==> config.mk <==
export PLATFORM = sky130hd
export DESIGN_NAME = stream_find_replace_word_core
export DESIGN_NICKNAME = d
export VERILOG_FILES = /design/src/sfrw_pkg.sv /design/src/sfrw_front.sv /design/src/sfrw_queue.sv /design/src/sfrw_back.sv /design/src/stream_find_replace_word_core.sv
export VERILOG_INCLUDE_DIRS = /design/src /design/src/src
export SDC_FILE = /design/constraint.sdc
export NUM_CORES = 1
export LEC_CHECK = 0
export BUFFER_PORTS_ARGS = -buffer_cell sky130_fd_sc_hd__buf_2
export CAP_MARGIN = 20
export CELL_PAD_IN_SITES_DETAIL_PLACEMENT = 1
export CELL_PAD_IN_SITES_GLOBAL_PLACEMENT = 1
export CORE_ASPECT_RATIO = 1.5
export CORE_MARGIN = 3
export CORE_UTILIZATION = 43
export CTS_BUF_LIST = sky130_fd_sc_hd__clkbuf_2 sky130_fd_sc_hd__clkbuf_4 sky130_fd_sc_hd__clkbuf_8
export CTS_CLUSTER_DIAMETER = 30
export DETAILED_ROUTE_END_ITERATION = 12
export GPL_ROUTABILITY_DRIVEN = 0
export PLACE_DENSITY_LB_ADDON = 0.1
export SLEW_MARGIN = 15
export SYNTH_ARGS = -nofsm -noshare
export SYNTH_HDL_FRONTEND = slang
export SYNTH_SLANG_ARGS = --single-unit
==> constraint.sdc <==
create_clock -name i_clk -period 17.3 [get_ports i_clk]
set_input_delay 0.865 -clock i_clk [delete_from_list [all_inputs] [get_ports i_clk]]
set_output_delay 0.865 -clock i_clk [all_outputs]
set_load 0.02 [all_outputs]
==> src/stream_find_replace_word_core_macros.svh <==
// ============================================================================
// Assertion macros for the stream find-and-replace core
// Shared concurrent assertion forms, clocked on the rising edge and
// disabled while the synchronous active-low reset is asserted.
// ============================================================================
`ifndef STREAM_FIND_REPLACE_WORD_CORE_MACROS_SVH
`define STREAM_FIND_REPLACE_WORD_CORE_MACROS_SVH

// Consequent must hold in the same cycle as the antecedent.
`define SFRW_ASSERT(label, clk, rst_n, ante, cons, msg) \
    label: assert property (@(posedge clk) disable iff (!rst_n) (ante) |-> (cons)) \
        else $error(msg);

// Consequent must hold in the cycle after the antecedent.
`define SFRW_ASSERT_NEXT(label, clk, rst_n, ante, cons, msg) \
    label: assert property (@(posedge clk) disable iff (!rst_n) (ante) |=> (cons)) \
        else $error(msg);

`endif

==> src/sfrw_pkg.sv <==
// ============================================================================
// Stream find-and-replace package
// Word types, configuration bundle, queue command format and helpers shared
// by the front end, the command queue, the back end and the top level.
// ============================================================================
package sfrw_pkg;

    // Pattern and replacement registers hold this many packed bytes.
    localparam int PACK_BYTES = 8;

    // Depth of the command queue between front end and back end.
    localparam int Q_DEPTH = 4;

    localparam logic [7:0] UNDERSCORE = 8'h5F;

    // Register indexes on the configuration port.
    localparam logic [2:0] REG_PATTERN_BYTES      = 3'd0;
    localparam logic [2:0] REG_PATTERN_LENGTH     = 3'd1;
    localparam logic [2:0] REG_REPLACEMENT_BYTES  = 3'd2;
    localparam logic [2:0] REG_REPLACEMENT_LENGTH = 3'd3;
    localparam logic [2:0] REG_WHOLE_WORD_MODE    = 3'd4;

    // Input word.
    typedef struct packed {
        logic [7:0] text_byte;
        logic       end_of_text;
    } t_in;

    // Output word.
    typedef struct packed {
        logic [7:0] out_byte;
        logic       out_last;
    } t_out;

    // Configuration registers as seen by the datapath.
    typedef struct packed {
        logic [63:0] pattern_bytes;
        logic [3:0]  pattern_length;
        logic [63:0] replacement_bytes;
        logic [3:0]  replacement_length;
        logic        whole_word_mode;
    } t_cfg;

    typedef enum logic {
        CMD_LITERAL,
        CMD_REPLACE
    } t_cmd_kind;

    // One decision of the front end, carried out by the back end.
    typedef struct packed {
        t_cmd_kind  kind;
        logic [7:0] lit;
        logic       eot;
        logic       fin;
    } t_cmd;

    // Clamp a length register into [lo, cap].
    function automatic logic [3:0] eff_len(logic [3:0] v, logic [3:0] lo, logic [3:0] cap);
        logic [3:0] r;
        r = v;
        if (v < lo) begin
            r = lo;
        end else if (v > cap) begin
            r = cap;
        end
        return r;
    endfunction

    // Letters, digits and underscore make up a word.
    function automatic logic is_word(logic [7:0] c);
        return ((c >= 8'h41) && (c <= 8'h5A)) || ((c >= 8'h61) && (c <= 8'h7A)) ||
               ((c >= 8'h30) && (c <= 8'h39)) || (c == UNDERSCORE);
    endfunction

endpackage

==> src/sfrw_front.sv <==
// ============================================================================
// Stream find-and-replace front end
// Holds the byte window, compares it against the pattern, checks the word
// borders and issues a literal or replacement command for each decision that emits bytes or closes a text.
// ============================================================================
`include "stream_find_replace_word_core_macros.svh"

module sfrw_front #(
    parameter int MAX_PATTERN     = 8,
    parameter int MAX_REPLACEMENT = 8
) (
    input  logic          i_clk,
    input  logic          i_rst_n,
    input  logic          i_clear,
    input  sfrw_pkg::t_cfg i_cfg,
    input  logic          i_in_valid,
    output logic          o_in_ready,
    input  sfrw_pkg::t_in i_in_data,
    input  logic          i_q_full,
    output logic          o_push,
    output sfrw_pkg::t_cmd o_cmd
);
    import sfrw_pkg::*;

    localparam int PCAP = (MAX_PATTERN < PACK_BYTES) ? MAX_PATTERN : PACK_BYTES;
    localparam int RCAP = (MAX_REPLACEMENT < PACK_BYTES) ? MAX_REPLACEMENT : PACK_BYTES;
    localparam int WIN  = PCAP + 1;
    localparam int CW   = $clog2(WIN + 1);

    logic [WIN*8-1:0] r_win, n_win;
    logic [CW-1:0]    r_cnt, n_cnt;
    logic [CW-1:0]    r_skip, n_skip;
    logic [7:0]       r_prev, n_prev;
    logic             r_flush, n_flush;

    logic [CW-1:0]    plen;
    logic [3:0]       rlen;
    logic [CW-1:0]    need;
    logic             acc;
    logic             eot_step;
    logic [WIN*8-1:0] v_flat;
    logic [CW-1:0]    vcnt;
    logic             mismatch;
    logic             matched;
    logic [WIN*8-1:0] nxt_shift;
    logic [7:0]       next_byte;
    logic             border_ok;
    logic             take;
    logic             dec;
    logic [CW-1:0]    k;
    logic [WIN*8-1:0] post_flat;
    logic [CW-1:0]    post_cnt;
    logic             fin;
    logic [63:0]      rep_last_shift;

    // Effective lengths and the window count that triggers a decision.
    always_comb begin
        plen = CW'(eff_len(i_cfg.pattern_length, 4'd1, 4'(PCAP)));
        rlen = eff_len(i_cfg.replacement_length, 4'd0, 4'(RCAP));
        need = plen + CW'(i_cfg.whole_word_mode);
    end

    assign o_in_ready = !r_flush && !i_q_full;
    assign acc        = i_in_valid && o_in_ready;
    assign eot_step   = (acc && i_in_data.end_of_text) || r_flush;

    // Window as seen this cycle, with an accepted byte appended at the fill point.
    always_comb begin
        for (int i = 0; i < WIN; i++) begin
            v_flat[i*8 +: 8] = (acc && (r_cnt == CW'(i))) ? i_in_data.text_byte
                                                          : r_win[i*8 +: 8];
        end
        vcnt = r_cnt + CW'(acc);
    end

    // Parallel compare of the oldest bytes against the pattern.
    always_comb begin
        mismatch = 1'b0;
        for (int i = 0; i < PCAP; i++) begin
            if ((CW'(i) < plen) && (v_flat[i*8 +: 8] != i_cfg.pattern_bytes[i*8 +: 8])) begin
                mismatch = 1'b1;
            end
        end
        matched = (r_skip == '0) && (vcnt >= plen) && !mismatch;
    end

    // Word-border test on the last emitted byte and the byte after the match.
    always_comb begin
        nxt_shift = v_flat >> {plen, 3'b000};
        next_byte = (vcnt > plen) ? nxt_shift[7:0] : 8'h00;
        border_ok = !i_cfg.whole_word_mode || (!is_word(r_prev) && !is_word(next_byte));
        take      = matched && border_ok;
    end

    // Decision: drop the matched bytes or the oldest byte.
    always_comb begin
        dec       = ((acc && (i_in_data.end_of_text || (vcnt == need))) || r_flush) &&
                    !i_q_full;
        k         = take ? plen : CW'(1);
        post_flat = v_flat >> {k, 3'b000};
        post_cnt  = vcnt - k;
        fin       = eot_step && (post_cnt == '0);
        rep_last_shift = i_cfg.replacement_bytes >> {rlen - 4'd1, 3'b000};
    end

    // Command toward the back end; empty replacements are only sent to close a text.
    always_comb begin
        o_cmd.kind = take ? CMD_REPLACE : CMD_LITERAL;
        o_cmd.lit  = v_flat[7:0];
        o_cmd.eot  = eot_step;
        o_cmd.fin  = fin;
        o_push     = dec && (!take || (rlen != 4'd0) || fin);
    end

    // Next window, skip count, last emitted byte and flush flag.
    always_comb begin
        n_win   = r_win;
        n_cnt   = r_cnt;
        n_skip  = r_skip;
        n_prev  = r_prev;
        n_flush = r_flush;
        if (acc) begin
            n_win = v_flat;
            n_cnt = vcnt;
        end
        if (dec) begin
            n_win = post_flat;
            n_cnt = post_cnt;
            if (take) begin
                n_skip = '0;
                n_prev = (rlen != 4'd0) ? rep_last_shift[7:0] : r_prev;
            end else if (matched) begin
                n_skip = plen - CW'(1);
                n_prev = v_flat[7:0];
            end else begin
                n_skip = (r_skip != '0) ? (r_skip - CW'(1)) : '0;
                n_prev = v_flat[7:0];
            end
            if (eot_step) begin
                if (post_cnt == '0) begin
                    n_skip  = '0;
                    n_prev  = 8'h00;
                    n_flush = 1'b0;
                end else begin
                    n_flush = 1'b1;
                end
            end
        end
        if (i_clear) begin
            n_cnt   = '0;
            n_skip  = '0;
            n_prev  = 8'h00;
            n_flush = 1'b0;
        end
    end

    // Control state.
    always_ff @(posedge i_clk) begin
        if (!i_rst_n) begin
            r_cnt   <= '0;
            r_skip  <= '0;
            r_prev  <= 8'h00;
            r_flush <= 1'b0;
        end else begin
            r_cnt   <= n_cnt;
            r_skip  <= n_skip;
            r_prev  <= n_prev;
            r_flush <= n_flush;
        end
    end

    // Window bytes.
    always_ff @(posedge i_clk) begin
        r_win <= n_win;
    end

    `SFRW_ASSERT(a_cnt_below_need, i_clk, i_rst_n, !r_flush, r_cnt < need, "window over need")
    `SFRW_ASSERT(a_flush_has_bytes, i_clk, i_rst_n, r_flush, r_cnt != '0, "flush with empty window")
    `SFRW_ASSERT(a_skip_short, i_clk, i_rst_n, r_skip != '0, r_skip < plen, "skip too long")

endmodule

==> src/sfrw_queue.sv <==
// ============================================================================
// Stream find-and-replace command queue
// Small register queue that decouples the front end from the back end.
// ============================================================================
module sfrw_queue (
    input  logic           i_clk,
    input  logic           i_rst_n,
    input  logic           i_push,
    input  sfrw_pkg::t_cmd i_cmd,
    output logic           o_full,
    output logic           o_vld,
    output sfrw_pkg::t_cmd o_head,
    input  logic           i_pop
);
    import sfrw_pkg::*;

    localparam int QAW = $clog2(Q_DEPTH);

    t_cmd           r_mem [Q_DEPTH];
    logic [QAW-1:0] r_wptr, n_wptr;
    logic [QAW-1:0] r_rptr, n_rptr;
    logic [QAW:0]   r_cnt, n_cnt;

    assign o_full = (r_cnt == (QAW+1)'(Q_DEPTH));
    assign o_vld  = (r_cnt != '0);
    assign o_head = r_mem[r_rptr];

    // Pointer and occupancy updates.
    always_comb begin
        n_wptr = i_push ? (r_wptr + QAW'(1)) : r_wptr;
        n_rptr = i_pop ? (r_rptr + QAW'(1)) : r_rptr;
        n_cnt  = r_cnt + (QAW+1)'(i_push) - (QAW+1)'(i_pop);
    end

    always_ff @(posedge i_clk) begin
        if (!i_rst_n) begin
            r_wptr <= '0;
            r_rptr <= '0;
            r_cnt  <= '0;
        end else begin
            r_wptr <= n_wptr;
            r_rptr <= n_rptr;
            r_cnt  <= n_cnt;
        end
    end

    // Entry write.
    always_ff @(posedge i_clk) begin
        if (i_push) begin
            r_mem[r_wptr] <= i_cmd;
        end
    end

endmodule

==> src/sfrw_back.sv <==
// ============================================================================
// Stream find-and-replace back end
// Expands queued commands into output words one byte per cycle while the
// output register can take a word, holds the newest byte of a text's final
// step to mark the last word, and drives the output register.
// ============================================================================
`include "stream_find_replace_word_core_macros.svh"

module sfrw_back #(
    parameter int MAX_REPLACEMENT = 8
) (
    input  logic           i_clk,
    input  logic           i_rst_n,
    input  sfrw_pkg::t_cfg i_cfg,
    input  logic           i_vld,
    input  sfrw_pkg::t_cmd i_head,
    output logic           o_pop,
    output logic           o_out_valid,
    input  logic           i_out_ready,
    output sfrw_pkg::t_out o_out_data
);
    import sfrw_pkg::*;

    localparam int RCAP = (MAX_REPLACEMENT < PACK_BYTES) ? MAX_REPLACEMENT : PACK_BYTES;
    localparam int IW   = $clog2(RCAP + 1);

    logic [IW-1:0] r_idx, n_idx;
    logic          r_pend_vld, n_pend_vld;
    logic [7:0]    r_pend, n_pend;
    logic          r_out_vld, n_out_vld;
    t_out          r_out, n_out;

    logic [IW-1:0] n_bytes;
    logic [63:0]   rep_shift;
    logic [7:0]    cur_byte;
    logic          out_free;
    logic          go;
    logic          produce;
    logic          release_pend;

    // Byte count and current byte of the head command.
    always_comb begin
        n_bytes   = (i_head.kind == CMD_REPLACE)
                  ? IW'(eff_len(i_cfg.replacement_length, 4'd0, 4'(RCAP)))
                  : IW'(1);
        rep_shift = i_cfg.replacement_bytes >> {r_idx, 3'b000};
        cur_byte  = (i_head.kind == CMD_REPLACE) ? rep_shift[7:0] : i_head.lit;
    end

    // One step per cycle while the output register can take a word.
    always_comb begin
        out_free     = !r_out_vld || i_out_ready;
        go           = i_vld && out_free;
        produce      = go && (r_idx < n_bytes);
        release_pend = go && !(r_idx < n_bytes);
        o_pop        = (produce && (r_idx == (n_bytes - IW'(1))) && !i_head.fin) ||
                       release_pend;
    end

    // Output register, pending byte and byte index.
    always_comb begin
        n_idx      = r_idx;
        n_pend_vld = r_pend_vld;
        n_pend     = r_pend;
        n_out_vld  = r_out_vld && !i_out_ready;
        n_out      = r_out;
        if (produce) begin
            n_idx = r_idx + IW'(1);
            if (!i_head.eot) begin
                n_out_vld = 1'b1;
                n_out     = '{out_byte: cur_byte, out_last: 1'b0};
            end else begin
                if (r_pend_vld) begin
                    n_out_vld = 1'b1;
                    n_out     = '{out_byte: r_pend, out_last: 1'b0};
                end
                n_pend_vld = 1'b1;
                n_pend     = cur_byte;
            end
        end
        if (release_pend) begin
            n_pend_vld = 1'b0;
            if (r_pend_vld) begin
                n_out_vld = 1'b1;
                n_out     = '{out_byte: r_pend, out_last: 1'b1};
            end
        end
        if (o_pop) begin
            n_idx = '0;
        end
    end

    always_ff @(posedge i_clk) begin
        if (!i_rst_n) begin
            r_idx      <= '0;
            r_pend_vld <= 1'b0;
            r_out_vld  <= 1'b0;
        end else begin
            r_idx      <= n_idx;
            r_pend_vld <= n_pend_vld;
            r_out_vld  <= n_out_vld;
        end
    end

    // Payload registers.
    always_ff @(posedge i_clk) begin
        r_pend <= n_pend;
        r_out  <= n_out;
    end

    assign o_out_valid = r_out_vld;
    assign o_out_data  = r_out;

    `SFRW_ASSERT(a_idx_has_cmd, i_clk, i_rst_n, r_idx != '0, i_vld, "index without command")
    `SFRW_ASSERT(a_pend_in_end, i_clk, i_rst_n, r_pend_vld && i_vld, i_head.eot, "stray pending byte")
    `SFRW_ASSERT_NEXT(a_release_last, i_clk, i_rst_n, release_pend && r_pend_vld, r_out_vld && r_out.out_last, "last word missing")

endmodule

==> src/stream_find_replace_word_core.sv <==
// ============================================================================
// Stream find-and-replace core
// Whole-word capable find and replace on a byte stream, with an APB-style
// configuration port for pattern, replacement and mode.
// ============================================================================
//
//   Channel   Direction   Handshake                    Payload
//   in        sink        i_in_valid / o_in_ready      i_in_data (t_in)
//   out       source      o_out_valid / i_out_ready    o_out_data (t_out)
//   cfg       APB slave   psel, penable, pwrite        paddr, pwdata, prdata
//
// One text byte is taken per cycle while the command queue has room.
// The final byte of a text starts a flush of the held window: one decision
// per cycle while the queue has room, and no byte is taken until it ends.
// The back end emits one word per cycle while the output is accepted; a replacement
// yields replacement_length words, and a text's final step marks the last word.
// Reset is synchronous and active low; a write to a known register also drops a text in progress.
//
module stream_find_replace_word_core #(
    parameter int MAX_PATTERN     = 8,
    parameter int MAX_REPLACEMENT = 8
) (
    input  logic           i_clk,
    input  logic           i_rst_n,
    input  logic           i_in_valid,
    output logic           o_in_ready,
    input  sfrw_pkg::t_in  i_in_data,
    output logic           o_out_valid,
    input  logic           i_out_ready,
    output sfrw_pkg::t_out o_out_data,
    input  logic           psel,
    input  logic           penable,
    input  logic           pwrite,
    input  logic [5:0]     paddr,
    input  logic [63:0]    pwdata,
    output logic [63:0]    prdata,
    output logic           pready
);
    import sfrw_pkg::*;

    t_cfg       r_cfg, n_cfg;
    logic       cfg_wr;
    logic       cfg_clear;
    logic [2:0] reg_idx;

    logic       q_push;
    logic       q_full;
    logic       q_vld;
    logic       q_pop;
    t_cmd       q_in;
    t_cmd       q_head;

    assign pready  = 1'b1;
    assign reg_idx = paddr[5:3];
    assign cfg_wr  = psel && penable && pwrite;

    // Register write decode; a write to a known register restarts the stream.
    always_comb begin
        n_cfg     = r_cfg;
        cfg_clear = 1'b0;
        if (cfg_wr) begin
            cfg_clear = 1'b1;
            unique case (reg_idx)
                REG_PATTERN_BYTES:      n_cfg.pattern_bytes      = pwdata;
                REG_PATTERN_LENGTH:     n_cfg.pattern_length     = pwdata[3:0];
                REG_REPLACEMENT_BYTES:  n_cfg.replacement_bytes  = pwdata;
                REG_REPLACEMENT_LENGTH: n_cfg.replacement_length = pwdata[3:0];
                REG_WHOLE_WORD_MODE:    n_cfg.whole_word_mode    = pwdata[0];
                default:                cfg_clear                = 1'b0;
            endcase
        end
    end

    always_ff @(posedge i_clk) begin
        if (!i_rst_n) begin
            r_cfg <= '{pattern_bytes: 64'h0, pattern_length: 4'd1,
                       replacement_bytes: 64'h0, replacement_length: 4'd0,
                       whole_word_mode: 1'b0};
        end else begin
            r_cfg <= n_cfg;
        end
    end

    // Register read-back.
    always_comb begin
        unique case (reg_idx)
            REG_PATTERN_BYTES:      prdata = r_cfg.pattern_bytes;
            REG_PATTERN_LENGTH:     prdata = {60'h0, r_cfg.pattern_length};
            REG_REPLACEMENT_BYTES:  prdata = r_cfg.replacement_bytes;
            REG_REPLACEMENT_LENGTH: prdata = {60'h0, r_cfg.replacement_length};
            REG_WHOLE_WORD_MODE:    prdata = {63'h0, r_cfg.whole_word_mode};
            default:                prdata = 64'h0;
        endcase
    end

    sfrw_front #(
        .MAX_PATTERN     (MAX_PATTERN),
        .MAX_REPLACEMENT (MAX_REPLACEMENT)
    ) u_front (
        .i_clk      (i_clk),
        .i_rst_n    (i_rst_n),
        .i_clear    (cfg_clear),
        .i_cfg      (r_cfg),
        .i_in_valid (i_in_valid),
        .o_in_ready (o_in_ready),
        .i_in_data  (i_in_data),
        .i_q_full   (q_full),
        .o_push     (q_push),
        .o_cmd      (q_in)
    );

    sfrw_queue u_queue (
        .i_clk   (i_clk),
        .i_rst_n (i_rst_n),
        .i_push  (q_push),
        .i_cmd   (q_in),
        .o_full  (q_full),
        .o_vld   (q_vld),
        .o_head  (q_head),
        .i_pop   (q_pop)
    );

    sfrw_back #(
        .MAX_REPLACEMENT (MAX_REPLACEMENT)
    ) u_back (
        .i_clk       (i_clk),
        .i_rst_n     (i_rst_n),
        .i_cfg       (r_cfg),
        .i_vld       (q_vld),
        .i_head      (q_head),
        .o_pop       (q_pop),
        .o_out_valid (o_out_valid),
        .i_out_ready (i_out_ready),
        .o_out_data  (o_out_data)
    );

endmodule
## Word-level counts from Yosys, hierarchy flattened

Memories as Yosys holds them, arrays and structs flattened. A register that Yosys moved wholly into a read port is not among the register bits.
Cells that the tools add are included.

| cells by class | value |
|---|---|
| bitwise logic cells | 1 |
| $lt $le $gt $ge | 27 |
| multiplexer cells | 57 |
| equal/unequal tests | 25 |
| add/sub/neg operators | 12 |
| shift operators | 4 |
| reductions and logical operators | 86 |

Operators by type and width:

| operator | number |
|---|---|
| $pmux 64 s5 | 1 |
| $mux 72 | 2 |
| $shr 64x7->8 | 2 |
| $mux 8 | 15 |
| $shr 72x7->72 | 1 |
| $shr 72x7->8 | 1 |
| $ne 8x8->1 | 8 |
| $mux 4 | 13 |
| $mux 9 | 5 |
| $logic_and 1x1->1 | 42 |
| $ge 8x7->1 const B | 4 |
| $le 8x7->1 const B | 4 |
| $mux 1 | 19 |
| $eq 4x3->1 const B | 4 |
| $eq 8x7->1 const B | 2 |
| $ge 8x6->1 const B | 2 |
| $le 8x6->1 const B | 2 |
| $lt 3x4->1 const A | 4 |
| $sub 4x1->4 const B | 4 |
| $logic_or 1x1->1 | 14 |
| $reduce_and 2->1 | 7 |
| $logic_not 4->1 | 3 |
| $logic_not 1->1 | 11 |
| $add 4x1->4 | 2 |
| other kinds (27) | 40 |

| storage, ports and cells | value |
|---|---|
| memory bits (writable) | 44 |
| output and inout bits | 76 |
| logic and storage cells | 232 |
| bits in registers | 256 |
| input port bits | 86 |
| memories kept | 1 |

Memories:

| name | depth | width | read ports | clocked after memory_dff | wr ports | RTL line | source |
|---|---|---|---|---|---|---|---|
| u_queue.r_mem | 4 | 11 | 1 | 1 | 1 | sfrw_queue.sv:19 | `t_cmd r_mem [Q_DEPTH];` |

## Depth between registers and ports, before layout

Gate-level depths: netlist (run 1).

| logic depth | value |
|---|---|
| depth in word-level cells | 27 |
| depth in mapped cells | 34 |
| gate-level depth less buffers | 30 |

## Cells and area by module

Synthesis (run 1) repeated with hierarchy kept, for this count alone.

| second synthesis, totals | value |
|---|---|
| cells, all modules | 2188 |
| area total of the unflattened synthesis | 20357.0 sq um |

By module, submodules not included:

| module | sequential area each (sq um) | area each (sq um) | instances | cells an instance |
|---|---|---|---|---|
| sfrw_front | 2502.4 | 10346.2 | 1 | 1295 |
| stream_find_replace_word_core | 2742.6 | 6125.9 | 1 | 613 |
| sfrw_queue | 1501.4 | 2033.2 | 1 | 100 |
| sfrw_back | 540.5 | 1851.8 | 1 | 180 |

## Least setup slack after synthesis (run 1)

OpenSTA, ideal clock, no wires.

| timing | value |
|---|---|
| kind | input port to flip-flop |
| start point | in i_in_valid |
| end point | reg u_queue.r_cnt[2] |
| setup slack | 10.502 ns |
| data required time | 17.185 ns |
| library setup time | 0.115 ns |
| arrival | 6.683 ns |
| path buffers | 3 |
| stages | 31 |
| path through | nor2b_1 -> nand2_1 -> inv_1 -> ha_1 -> ha_1 -> ha_1 -> nor2b_1 -> o21ai_0 -> a21oi_1 -> o221a_2 -> o41ai_1 -> a21boi_0 -> o41ai_1 -> a211oi_2 -> buf_2 -> nor2_1 -> nand2_1 -> inv_1 -> buf_2 -> clkbuf_1 -> fa_1 -> xnor2_1 -> or4_1 -> nand4_1 -> a21oi_4 -> o21a_1 -> ha_1 -> fa_1 -> xnor2_1 -> xnor2_1 -> and2_1 |

| on the way | value |
|---|---|
| longest elaborated chain between the ends | 24 |
| elaborated cells between the ends (all ways) | 85 |
| those cells by class | add/sub: 4; order compare: 8; eq/ne: 10; shift: 1; mux: 19; reduce/logical: 43 |

RTL lines:

| item | RTL line | source |
|---|---|---|
| from (decl) | stream_find_replace_word_core.sv:25 | `input logic i_in_valid,` |
| $logic_and 1x1->1 (*) | sfrw_front.sv:64 | `assign acc = i_in_valid && o_in_ready;` |
| branches (longest 20 deep; another with $ge 8x7->1) | - |  |
| $logic_and 1x1->1 (*) | sfrw_front.sv:112 | `o_push = dec && (!take \|\| (rlen != 4'd0) \|\| fin);` |
| named net q_push | stream_find_replace_word_core.sv:46 | `logic q_push;` |
| $add 3x1->3 (*) | sfrw_queue.sv:32 | `n_cnt = r_cnt + (QAW+1)'(i_push) - (QAW+1)'(i_pop);` |
| $sub 3x1->3 (*) | sfrw_queue.sv:32 |  |
| to (signal assigned) | sfrw_queue.sv:43 | `r_cnt <= n_cnt;` |
| to (decl) | sfrw_queue.sv:22 | `logic [QAW:0] r_cnt, n_cnt;` |

Mark *: on every way through the listed nets, which the timed path passes.
A chain may end at the register's enable or synchronous reset.

## Worst setup path in the final report (run 1)

| timing | value |
|---|---|
| start point | reg u_queue.r_cnt[1] |
| end point | mem u_queue.r_mem[0][6] in the netlist's numbering (enable) |

| on the way | value |
|---|---|
| longest elaborated chain between the ends | 27 |
| elaborated cells between the ends (all ways) | 88 |
| those cells by class | add/sub: 2; order compare: 8; eq/ne: 11; shift: 1; mux: 21; reduce/logical: 45 |

RTL lines:

| item | RTL line | source |
|---|---|---|
| $eq 3x3->1 (*) | sfrw_queue.sv:24 | `assign o_full = (r_cnt == (QAW+1)'(Q_DEPTH));` |
| $logic_not 1->1 (*) | sfrw_front.sv:63, sfrw_front.sv:98 |  |
| branches (longest 22 deep; another with $ge 8x7->1) | - |  |
| $logic_and 1x1->1 (*) | sfrw_front.sv:112 |  |
| named net q_push | stream_find_replace_word_core.sv:46 |  |
| $mux 1 (*) | sfrw_queue.sv:49 | `if (i_push) begin` |
| $mux 1 (implied by the code) (*) | sfrw_queue.sv:50 | `r_mem[r_wptr] <= i_cmd;` |
| to (decl) | sfrw_queue.sv:19 |  |

Marks and branches as above.

==> results of run 1 <==
-- per-layer routing --
metal	GRT usage, %	vias to the layer above	share of wire (%)
li1	-	8054	-
met1	38.7	9237	38
met2	57.6	887	48
met3	5.58	343	6.2
met4	24.4	0	8.6
met5	0	-	0
-- kinds of logic (layout without fill, tap and decap cells) --
logic type | count (synthesis) | after routing
AO/OA/AOI/OAI | 551 | 551
XOR/XNOR | 101 | 101
AND/OR/NAND/NOR | 701 | 701
multiplexers | 235 | 235
adder cells (fa/ha/maj) | 30 | 30
other | 1 | 3
flip-flops | 302 | 302
buffers and inverters | 222 | 383
-- registers in the layout, indices dropped and copies added (netlist names), named ones only --
register,cells
r_cfg,137
u_back.o_out_data,9
u_back.o_out_valid,1
u_back.r_idx,4
u_back.r_pend,8
u_back.r_pend_vld,1
u_front.r_cnt,4
u_front.r_flush,1
u_front.r_prev,8
u_front.r_skip,4
u_front.r_win,72
u_queue.r_cnt,3
u_queue.r_mem,44
u_queue.r_rptr,2
u_queue.r_wptr,2
-- final cells by class --
class	count	area [um2]
fillers	5196	22400
clock buffers	94	1230
diodes	2	5.00
flip-flops and latches	302	7290
inverters	54	203
repair buffers	196	1100
clock inverters	39	553
multi-input cells	1619	11500
well taps	582	728
-- worst max-delay path, stage by stage (launching register included) --
cell and delay (ns):
dfxtp_1 0.40, or3b_1 0.55, nand4_1 1.03, mux2_2 0.73
o311ai_0 0.41, a211oi_1 0.16, or2_2 0.29, o41ai_1 0.58
a211oi_4 0.12, nor2_1 0.36, nand2_1 0.24, ha_1 0.33
a21oi_1 0.21, nand2_1 0.10, o31a_1 0.16, or4_4 0.55
a21oi_4 0.54, o21a_1 0.31, and2_1 0.56
-- stage by stage --
stage                     hold slack, ns  utilization [%]  power (mW)  instance area (um2)
final                              0.479             50.3        3.83                22600
after global routing               0.514             50.3        4.01                22600
after CTS                          0.461             50.2        3.80                22500
after detailed placement           0.470             46.2        2.74                20800
after global placement             0.456             46.2        2.68                20800
after floorplan                    0.444                -        2.18                19600
-- path summary, 6_finish.rpt --
kind,endpoint,cells past startpoint,startpoint
setup reg to reg,u_queue.r_mem[0][6],18,u_queue.r_cnt[1]
setup / recovery,u_queue.r_mem[0][6],18,u_queue.r_cnt[1]
hold reg to reg,u_back.o_out_data[0],2,u_back.o_out_data[0]
hold / removal,u_back.o_out_data[0],2,u_back.o_out_data[0]
-- cells in the final DEF (no fill, tap or decap), drive strengths merged, types with 11 or more instances in the layout --
| cell type | Yosys | routed |
|---|---|---|
| a21oi | 59 | 59 |
| xor2 | 49 | 49 |
| inv | 54 | 58 |
| mux2i | 143 | 143 |
| o221ai | 19 | 19 |
| a21boi | 133 | 133 |
| o211ai | 16 | 16 |
| bufinv | 0 | 13 |
| dfxtp | 178 | 178 |
| and2 | 17 | 17 |
| nand3 | 33 | 33 |
| nand4 | 18 | 18 |
| clkbuf | 125 | 94 |
| mux4 | 45 | 45 |
| nand2 | 384 | 384 |
| clkinv | 0 | 14 |
| mux2 | 47 | 47 |
| o21ai | 76 | 76 |
| nor2 | 122 | 122 |
| a211oi | 17 | 17 |
| nor4 | 11 | 11 |
| xnor2 | 52 | 52 |
| edfxtp | 124 | 124 |
| a31oi | 15 | 15 |
| ha | 28 | 28 |
| o22ai | 51 | 51 |
| o31ai | 11 | 11 |
| nor2b | 26 | 26 |
| nor3 | 33 | 33 |
| nand2b | 16 | 16 |
| buf | 43 | 196 |
| a22o | 64 | 64 |
-- power breakdown --
| group | switching (mW) | leakage (nW) | internal, mW |
|---|---|---|---|
| Combinational | 1.04 | 4.94 | 0.562 |
| Clock | 0.384 | 0.903 | 0.666 |
| Sequential | 0.164 | 2.65 | 1.01 |
==> impl_results.md, run 1 <==
- Status: finished, final reports clean
- Leak pwr: 8.50 nW
- Worst-skew pair later-pin latency: 0.63 ns
- Crit share post-route: 46.4%
- Fin cells: 2888
- CP Launch Type: flip-flop
- Post-synth EDFFs: 124
- Initial DRC Count: 1508
- CTS tree: done
- CP required: 17.53 ns
- Wirelength, routed: 84300 um
- Final ANT Viol Nets: 0
- DR DRC count: 0
- Largest family of logic cells by synthesized area: compound AO/OA/AOI/OAI gates
- XOR/XNOR Fraction of Synth Area: 4.52%
- Critical path capture point type: flip-flop
- Max cap viols: 0
- Area leader, netlist: edfxtp_1
- Compound-Gate Fraction of Synth Area: 20.3%
- Port bufs: 157
- Longest Clk Path Bufs: 3
- Fin. Hold Viols: 0
- Clock Root Buffer: clkbuf_8
- Post-synth top area share: 19.0%
- TNS Setup: 0 ns
- DRT Pass-1 Iters: 6
- Avg Cell Area, Syn: 9.13 um2
- Synth Cell Area: 19600 um2
- Post-synthesis simple-gate area fraction: 16.1%
- Min Tclk post-route: 8.03 ns
- Clk slew on worst S/H paths: 0.06 ns
- H-tree lvl count: 3
- Share of cells above drive strength 1: 19.7%
- Post-synth top flop: dfxtp_1
- Peak VDD IR: 0.0992 mV
- Syn. warnings: 0
- CTS Sinks: 302
- Avg WL per Cell: 29.2 um
- Mapped Nets: 2259
- Final #Nets: 2363
- Adder and majority cell fraction of the synthesized area: 2.00%
- Number of global-route vias before repair: 19272
- PD cells: 169 nW/um2
- Worst Clk Skew: 0.0457 ns
- Count of cell types in the netlist: 90
- Core ar.: 44900 um2
- Mux cell area share after synthesis: 15.3%
- Setup CP Type: reg -> reg
- Largest net degree at the start of global routing: 82
- Post-synth top cells: 384 x nand2_1, 178 x dfxtp_1, 141 x mux2i_1
- # resized after CTS: 0
- Dominant cells by area after synthesis: edfxtp_1 19%, dfxtp_1 18%, nand2_1 7.4%, mux2i_1 7.2%, mux4_2 5.2%
- Vias per cell: 6.41
- Slew Limit Fails: 0
- Die ar.: 48100 um2
- Fmax achieved: 0.124 GHz
- Die height: 267 um
- Sequential-to-total area share from yosys stat: 37.2%
- RSZ-0062 raised after global routing: false
- Post-CTS Hold Fix Bufs: 0
- Final setup vio count: 0
- Vias: 18521
- Arr. time, crit path: 8.26 ns
- Ports: 162
- P&R area growth vs syn: 15.4%
- Post-CTS setup buffers: 0
- GRT overflow: 0
- Cells after Synth: 2143
- Setup ws final: 9.27 ns
- First-pass GRT wire length: 124000 um
- Async SR Flop Fraction: 0%
- Worst Hold Class: reg -> reg
- R2r setup slk: 9.27 ns
- Die Span X: 180 um
- Initial antenna violation count: 3
- DPL Wire Length: 60200 um
- Place WS: 9.16 ns
- Worst Max-Slew Pin Slew: 1.13 ns
- Rows: 95
- Slew margin rel.: 24.4%
- Max FO, Critical Path: 20
- Initial Util: 43.5%
- Number of synthesized register bits: 302
- Placed insts: 2752
- Most common cell in the netlist: nand2_1
- Total CTS buffers: 74
- Gr usage total: 33.8%
No activity file was read; power rests on OpenSTA's default activity.
==> run 2, diff against run 1 <==
==> constraint.sdc (replaced) <==
create_clock -name i_clk -period 7.97 [get_ports i_clk]
set_input_delay 0.3985 -clock i_clk [delete_from_list [all_inputs] [get_ports i_clk]]
set_output_delay 0.3985 -clock i_clk [all_outputs]
set_load 0.02 [all_outputs]
==> impl_results.md, run 2 (synthesized netlist as in run 1, its figures left out) <==
- Place WS: 0.906 ns
- TNS Setup: 0 ns
- Wirelength, routed: 86600 um
- Sequential Area: 7290 um2
- Gr usage total: 34.8%
- Die Span X: 180 um
- Seq pwr share: 31.0%
- P&R area growth vs syn: 17.2%
- Max cap viols: 0
- DPL Wire Length: 61300 um
- Total CTS buffers: 72
- Slew Limit Fails: 0
- Rows: 95
- Hold WS: 0.0258 ns
- DR DRC count: 0
- CP Launch Type: flip-flop
- P_sw: 3.53 mW
- Crit share post-route: 91.2%
- Crit path buf inv count: 1
- GRT overflow: 0
- Crit-path leading delay family: simple AND/OR/NAND/NOR gates
- Largest net degree at the start of global routing: 130
- PD cells: 360 nW/um2
- First-pass GRT wire length: 127000 um
- Vias per cell: 6.41
- Die ar.: 48100 um2
- Die height: 267 um
- Max reg flops: 137
- Port bufs: 157
- Critical path capture point type: flip-flop
- Vias: 18836
- Sw Ratio: 42.8%
- Setup CP Type: reg -> reg
- DRT Pass-1 Iters: 6
- CTS tree: done
- Final setup vio count: 0
- Worst Hold Class: in -> reg
- Leak pwr: 8.66 nW
- Gate power share: 43.7%
- Commonest cells after routing, fill and taps aside: 381 x nand2_1, 178 x dfxtp_1, 156 x buf_2
- Pwr Total: 8.24 mW
- Final core utilization: 51.0%
- Final #Nets: 2416
- Biggest regs: r_cfg x137, u_front.r_win x72, u_queue.r_mem x44
- Worst stage delay on the critical path: 0.72 ns
- Arr. time, crit path: 7.81 ns
- Worst Max-Slew Pin Slew: 1.21 ns
- CTS Sinks: 302
- Crit-path slowest cell: nor3_4
- Leading cell type in the layout, fill and taps excluded: nand2_1
- Worst Clk Skew: 0.0334 ns
- Setup ws final: 0.704 ns
- Cells along the critical path: nand4b_1, nor3_4, mux2i_1, a221o_1, nor4_1, o21ai_1, o311a_1, a211oi_2, nor2_1, nand2_1, inv_1, fa_1, xnor2_1, or4_1, nand4_1, a21oi_4, o21a_1, ha_1, fa_1, xnor2_1, xnor2_1, and2_1
- # resized after CTS: 0
- Met3 routed WL: 5730 um
- Max FO, Critical Path: 12
- Slew margin rel.: 17.2%
- Most used cell, CP: xnor2_1
- Min Tclk post-route: 7.27 ns
- Longest Clk Path Bufs: 3
- Core ar.: 44900 um2
- Initial DRC Count: 1655
- Initial Util: 43.5%
- Share of cells above drive strength 1: 19.9%
- Initial antenna violation count: 2
- Fin. Hold Viols: 0
- CP required: 8.51 ns
- Clock power share: 25.3%
- Area of the multi-input gates: 11500 um2
- Ports: 162
- Internal power: 4.72 mW
- Filler cells: 5201
- Highest routed layer: met4
- Fmax achieved: 0.138 GHz
- Wl on met1: 32400 um
- Avg WL per Cell: 29.5 um
- RSZ-0062 raised after global routing: false
- Final ANT Viol Nets: 0
- Peak VDD IR: 0.226 mV
- Status: finished, final reports clean
- Top reg by flops: r_cfg
- Met2 wire len: 41100 um
- H-tree lvl count: 3
- Worst-skew pair later-pin latency: 0.67 ns
- Clock Root Buffer: clkbuf_8
- Clk slew on worst S/H paths: 0.06 ns
- Number of global-route vias before repair: 19454
[run 2: through the flow]
step / cells / instance area, um2
6_report: 2939 / 22900
5_1_grt: 2939 / 22900
4_1_cts: 2936 / 22900
3_5_place_dp: 2773 / 20900
3_3_place_gp: 2773 / 20900
2_1_floorplan: 2143 / 19600
[run 2: final timing paths]
kind	startpoint	end	slack (ns)	depth (start not counted)
min	pwdata[17]	r_cfg[22]	0.03	3
max reg2reg	u_front.r_cnt[2]	u_queue.r_cnt[2]	0.70	22
max	u_front.r_cnt[2]	u_queue.r_cnt[2]	0.70	22
min reg2reg	u_back.r_pend[3]	u_back.o_out_data[4]	0.48	2
[run 2: what timing repair did]
item                      in CTS  in global routing
setup buffers                  0                  0
hold buffers                  34                  0
hold endpoints to repair      53                  0
[run 2: power groups by stage]
stage,Combinational (mW),Clock [mW],Sequential [mW]
after floorplan,2.31,0,2.42
after global placement,3.34,0,2.55
after detailed placement,3.45,0,2.57
after CTS,3.49,2.11,2.54
after global routing,3.87,2.18,2.58
final,3.60,2.08,2.56
[run 2: metal layers]
| metal | GRT usage, % | up-vias |
|---|---|---|
| li1 | - | 8179 |
| met1 | 40.1 | 9429 |
| met2 | 58.5 | 922 |
| met3 | 5.94 | 306 |
| met4 | 25.3 | 0 |
| met5 | 0 | - |
[run 2: area by class of cell]
cell class	instances	share of cell area [%]
multi-input combinational	1619	50.0
sequential	302	31.8
timing repair buffer	251	7.05
clock buffer	87	4.95
tap	582	3.18
clock inverter	42	2.16
inverter	54	0.884
antenna	2	0.0218
[run 2: worst reg2reg max path, delay by kind of cell (launching register included)]
| family | cells | cell delay (ns) |
|---|---|---|
| DFF | 1 | 0.58 |
| buffers and inverters | 1 | 0.11 |
| AOI/OAI and AO/OA | 6 | 1.60 |
| xor gates and xnor gates | 3 | 0.46 |
| muxes | 1 | 0.44 |
| and+or+nand+nor | 8 | 2.91 |
| adders and majority gates | 3 | 1.06 |
==> run 3, diff against run 2 <==
--- a/config.mk
+++ b/config.mk
@@ -8,11 +8,11 @@
 export LEC_CHECK = 0
 export BUFFER_PORTS_ARGS = -buffer_cell sky130_fd_sc_hd__buf_2
 export CAP_MARGIN = 20
-export CELL_PAD_IN_SITES_DETAIL_PLACEMENT = 1
-export CELL_PAD_IN_SITES_GLOBAL_PLACEMENT = 1
+export CELL_PAD_IN_SITES_DETAIL_PLACEMENT = 0
+export CELL_PAD_IN_SITES_GLOBAL_PLACEMENT = 2
 export CORE_ASPECT_RATIO = 1.5
 export CORE_MARGIN = 3
-export CORE_UTILIZATION = 43
+export CORE_UTILIZATION = 39
 export CTS_BUF_LIST = sky130_fd_sc_hd__clkbuf_2 sky130_fd_sc_hd__clkbuf_4 sky130_fd_sc_hd__clkbuf_8
 export CTS_CLUSTER_DIAMETER = 30
 export DETAILED_ROUTE_END_ITERATION = 12
==> impl_results.md, run 3 (synthesized netlist as in run 1, its figures left out) <==
- Max FO, Critical Path: 15
- Vias: 18252
- Setup CP Type: reg -> reg
- Ports: 162
- Slew margin rel.: 32.6%
- Worst hold path depth: 3
- Vias per cell: 6.11
- Leading cell type in the layout, fill and taps excluded: nand2_1
- Worst Clk Skew: 0.0272 ns
- Critical path capture point type: flip-flop
- Wirelength, routed: 84500 um
- Largest net degree at the start of global routing: 83
- Slew Limit Fails: 0
- RSZ-0062 raised after global routing: false
- Worst R2R Path Depth: 22
- TNS Setup: 0 ns
- Max reg flops: 137
- Final ANT Viol Nets: 0
- Pwr Total: 8.06 mW
- Fin. Hold Viols: 0
- Max cap viols: 0
- CTS Sinks: 302
- Seq pwr share: 31.8%
- RR Endpoint: u_queue.r_cnt[2]
- Worst Max-Slew Pin Slew: 1.01 ns
- P_sw: 3.37 mW
- Crit share post-route: 93.9%
- P&R area growth vs syn: 16.1%
- Initial DRC Count: 1582
- Worst Hold Class: in -> reg
- Beginning of the critical path: u_queue.r_cnt[1]
- R2r setup slk: 0.49 ns
- Final setup vio count: 0
- Post-CTS setup buffers: 0
- Internal power: 4.69 mW
- Die height: 280 um
- Clock Root Buffer: clkbuf_8
- Core ar.: 49200 um2
- Hold_sp: pwdata[14]
- Final core utilization: 46.2%
- Arr. time, crit path: 7.99 ns
- Clk slew on worst S/H paths: 0.06 ns
- Final #Nets: 2390
- Sw Ratio: 41.8%
- Commonest cells after routing, fill and taps aside: 381 x nand2_1, 178 x dfxtp_1, 156 x buf_2
- Total CTS buffers: 69
- CP required: 8.47 ns
- GRT overflow: 0
- Share of cells above drive strength 1: 20.2%
- DR DRC count: 0
- CP Launch Type: flip-flop
- Status: finished, final reports clean
- Port bufs: 157
- Die Span X: 189 um
- Biggest regs: r_cfg x137, u_front.r_win x72, u_queue.r_mem x44
- Top reg by flops: r_cfg
- Rows: 99
- DRT Pass-1 Iters: 6
- Min Tclk post-route: 7.48 ns
- Number of global-route vias before repair: 17929
- Worst-skew pair later-pin latency: 0.63 ns
- Gate power share: 43.2%
- Initial antenna violation count: 3
- Initial Util: 39.8%
- RR Startpoint: u_queue.r_cnt[1]
- Longest Clk Path Bufs: 3
- Gr usage total: 31.1%
- CTS tree: done
- Clock power share: 25.1%
- # resized after CTS: 0
- H-tree lvl count: 3
- Fmax achieved: 0.134 GHz
- Die ar.: 52900 um2
- First-pass GRT wire length: 122000 um
- Worst Hold End: r_cfg[19]
- PD cells: 355 nW/um2
- Leak pwr: 8.56 nW
- Avg WL per Cell: 28.3 um
- DPL Wire Length: 61900 um
- Peak VDD IR: 0.169 mV
-- run 3: cell types whose count changed in the layout (fill, tap and decap cells not counted), sizes merged --
| cell | previous run | this run |
|---|---|---|
| clkinvlp | 6 | 4 |
| buf | 217 | 225 |
| clkinv | 24 | 19 |
| dlygate4sd3 | 34 | 3 |
| bufinv | 8 | 9 |
| clkbuf | 87 | 88 |
-- run 3: cell type report --
type	count	area, um2
diodes	2	5.00
clock buffers	88	1120
clock inverters	36	440
fillers	4820	26500
inverters	54	203
multi-input cells	1619	11500
flip-flops and latches	302	7290
well taps	656	821
repair buffers	228	1360
-- run 3: metrics by stage --
step | instance area, um2 | setup slack, ns | instances | hold WS [ns]
CTS | 22700 | 0.649 | 2982 | 0.000397
detailed placement | 21100 | 0.683 | 2855 | 0.462
finish | 22700 | 0.487 | 2985 | 0.0380
global route | 22700 | 0.194 | 2985 | 0.0239
global placement | 21100 | 0.768 | 2855 | 0.455
floorplan | 19600 | 1.25 | 2143 | 0.444
-- run 3: worst max-delay path, cell delays in order, from the launching register on --
cell and delay [ns]:
dfxtp_1 0.39, or3b_1 0.55, nand4_1 0.94, mux2i_1 0.74
xor2_1 0.20, nand4_1 0.09, nor3_1 0.74, a41o_1 0.30
o211ai_1 0.09, nor2_1 0.47, nand2_1 0.12, ha_1 0.22
fa_1 0.43, xnor2_1 0.16, or4_1 0.43, nand4_1 0.15
a21oi_4 0.04, o21a_1 0.25, ha_1 0.23, fa_1 0.38
xnor2_1 0.14, xnor2_1 0.12, and2_1 0.15
-- run 3: power groups by stage --
stage / Clock [mW] / Sequential, mW / Combinational (mW)
final: 2.02 / 2.56 / 3.48
after global routing: 2.13 / 2.58 / 3.76
after CTS: 2.06 / 2.55 / 3.42
after detailed placement: 0 / 2.58 / 3.40
after global placement: 0 / 2.57 / 3.36
after floorplan: 0 / 2.42 / 2.31
-- run 3: routing by layer --
metal	wire (um)	track usage, %	share of wire (%)	up-vias
li1	-	-	-	8128
met1	32400	36.7	38	9006
met2	40000	51.7	47	865
met3	5380	5.21	6.4	251
met4	6680	21.8	7.9	2
met5	13	0	0.015	-
-- run 3: what timing repair did --
item / CTS / global route
setup endpoints to repair: 0 / 0
hold endpoints to repair: 5 / 0
hold buffers: 3 / 0
-- run 3: worst max-delay path by stage --
| stage | end | cells past startpoint | slack [ns] |
|---|---|---|---|
| 2_1_floorplan | u_queue.r_cnt[2] | 33 | 1.25 |
| 3_3_place_gp | u_queue.r_cnt[2] | 28 | 0.77 |
| 3_5_place_dp | u_queue.r_cnt[2] | 28 | 0.68 |
| 4_1_cts | u_queue.r_cnt[2] | 28 | 0.65 |
| 5_1_grt | u_queue.r_cnt[2] | 28 | 0.19 |
| 6_report | u_queue.r_cnt[2] | 22 | 0.49 |
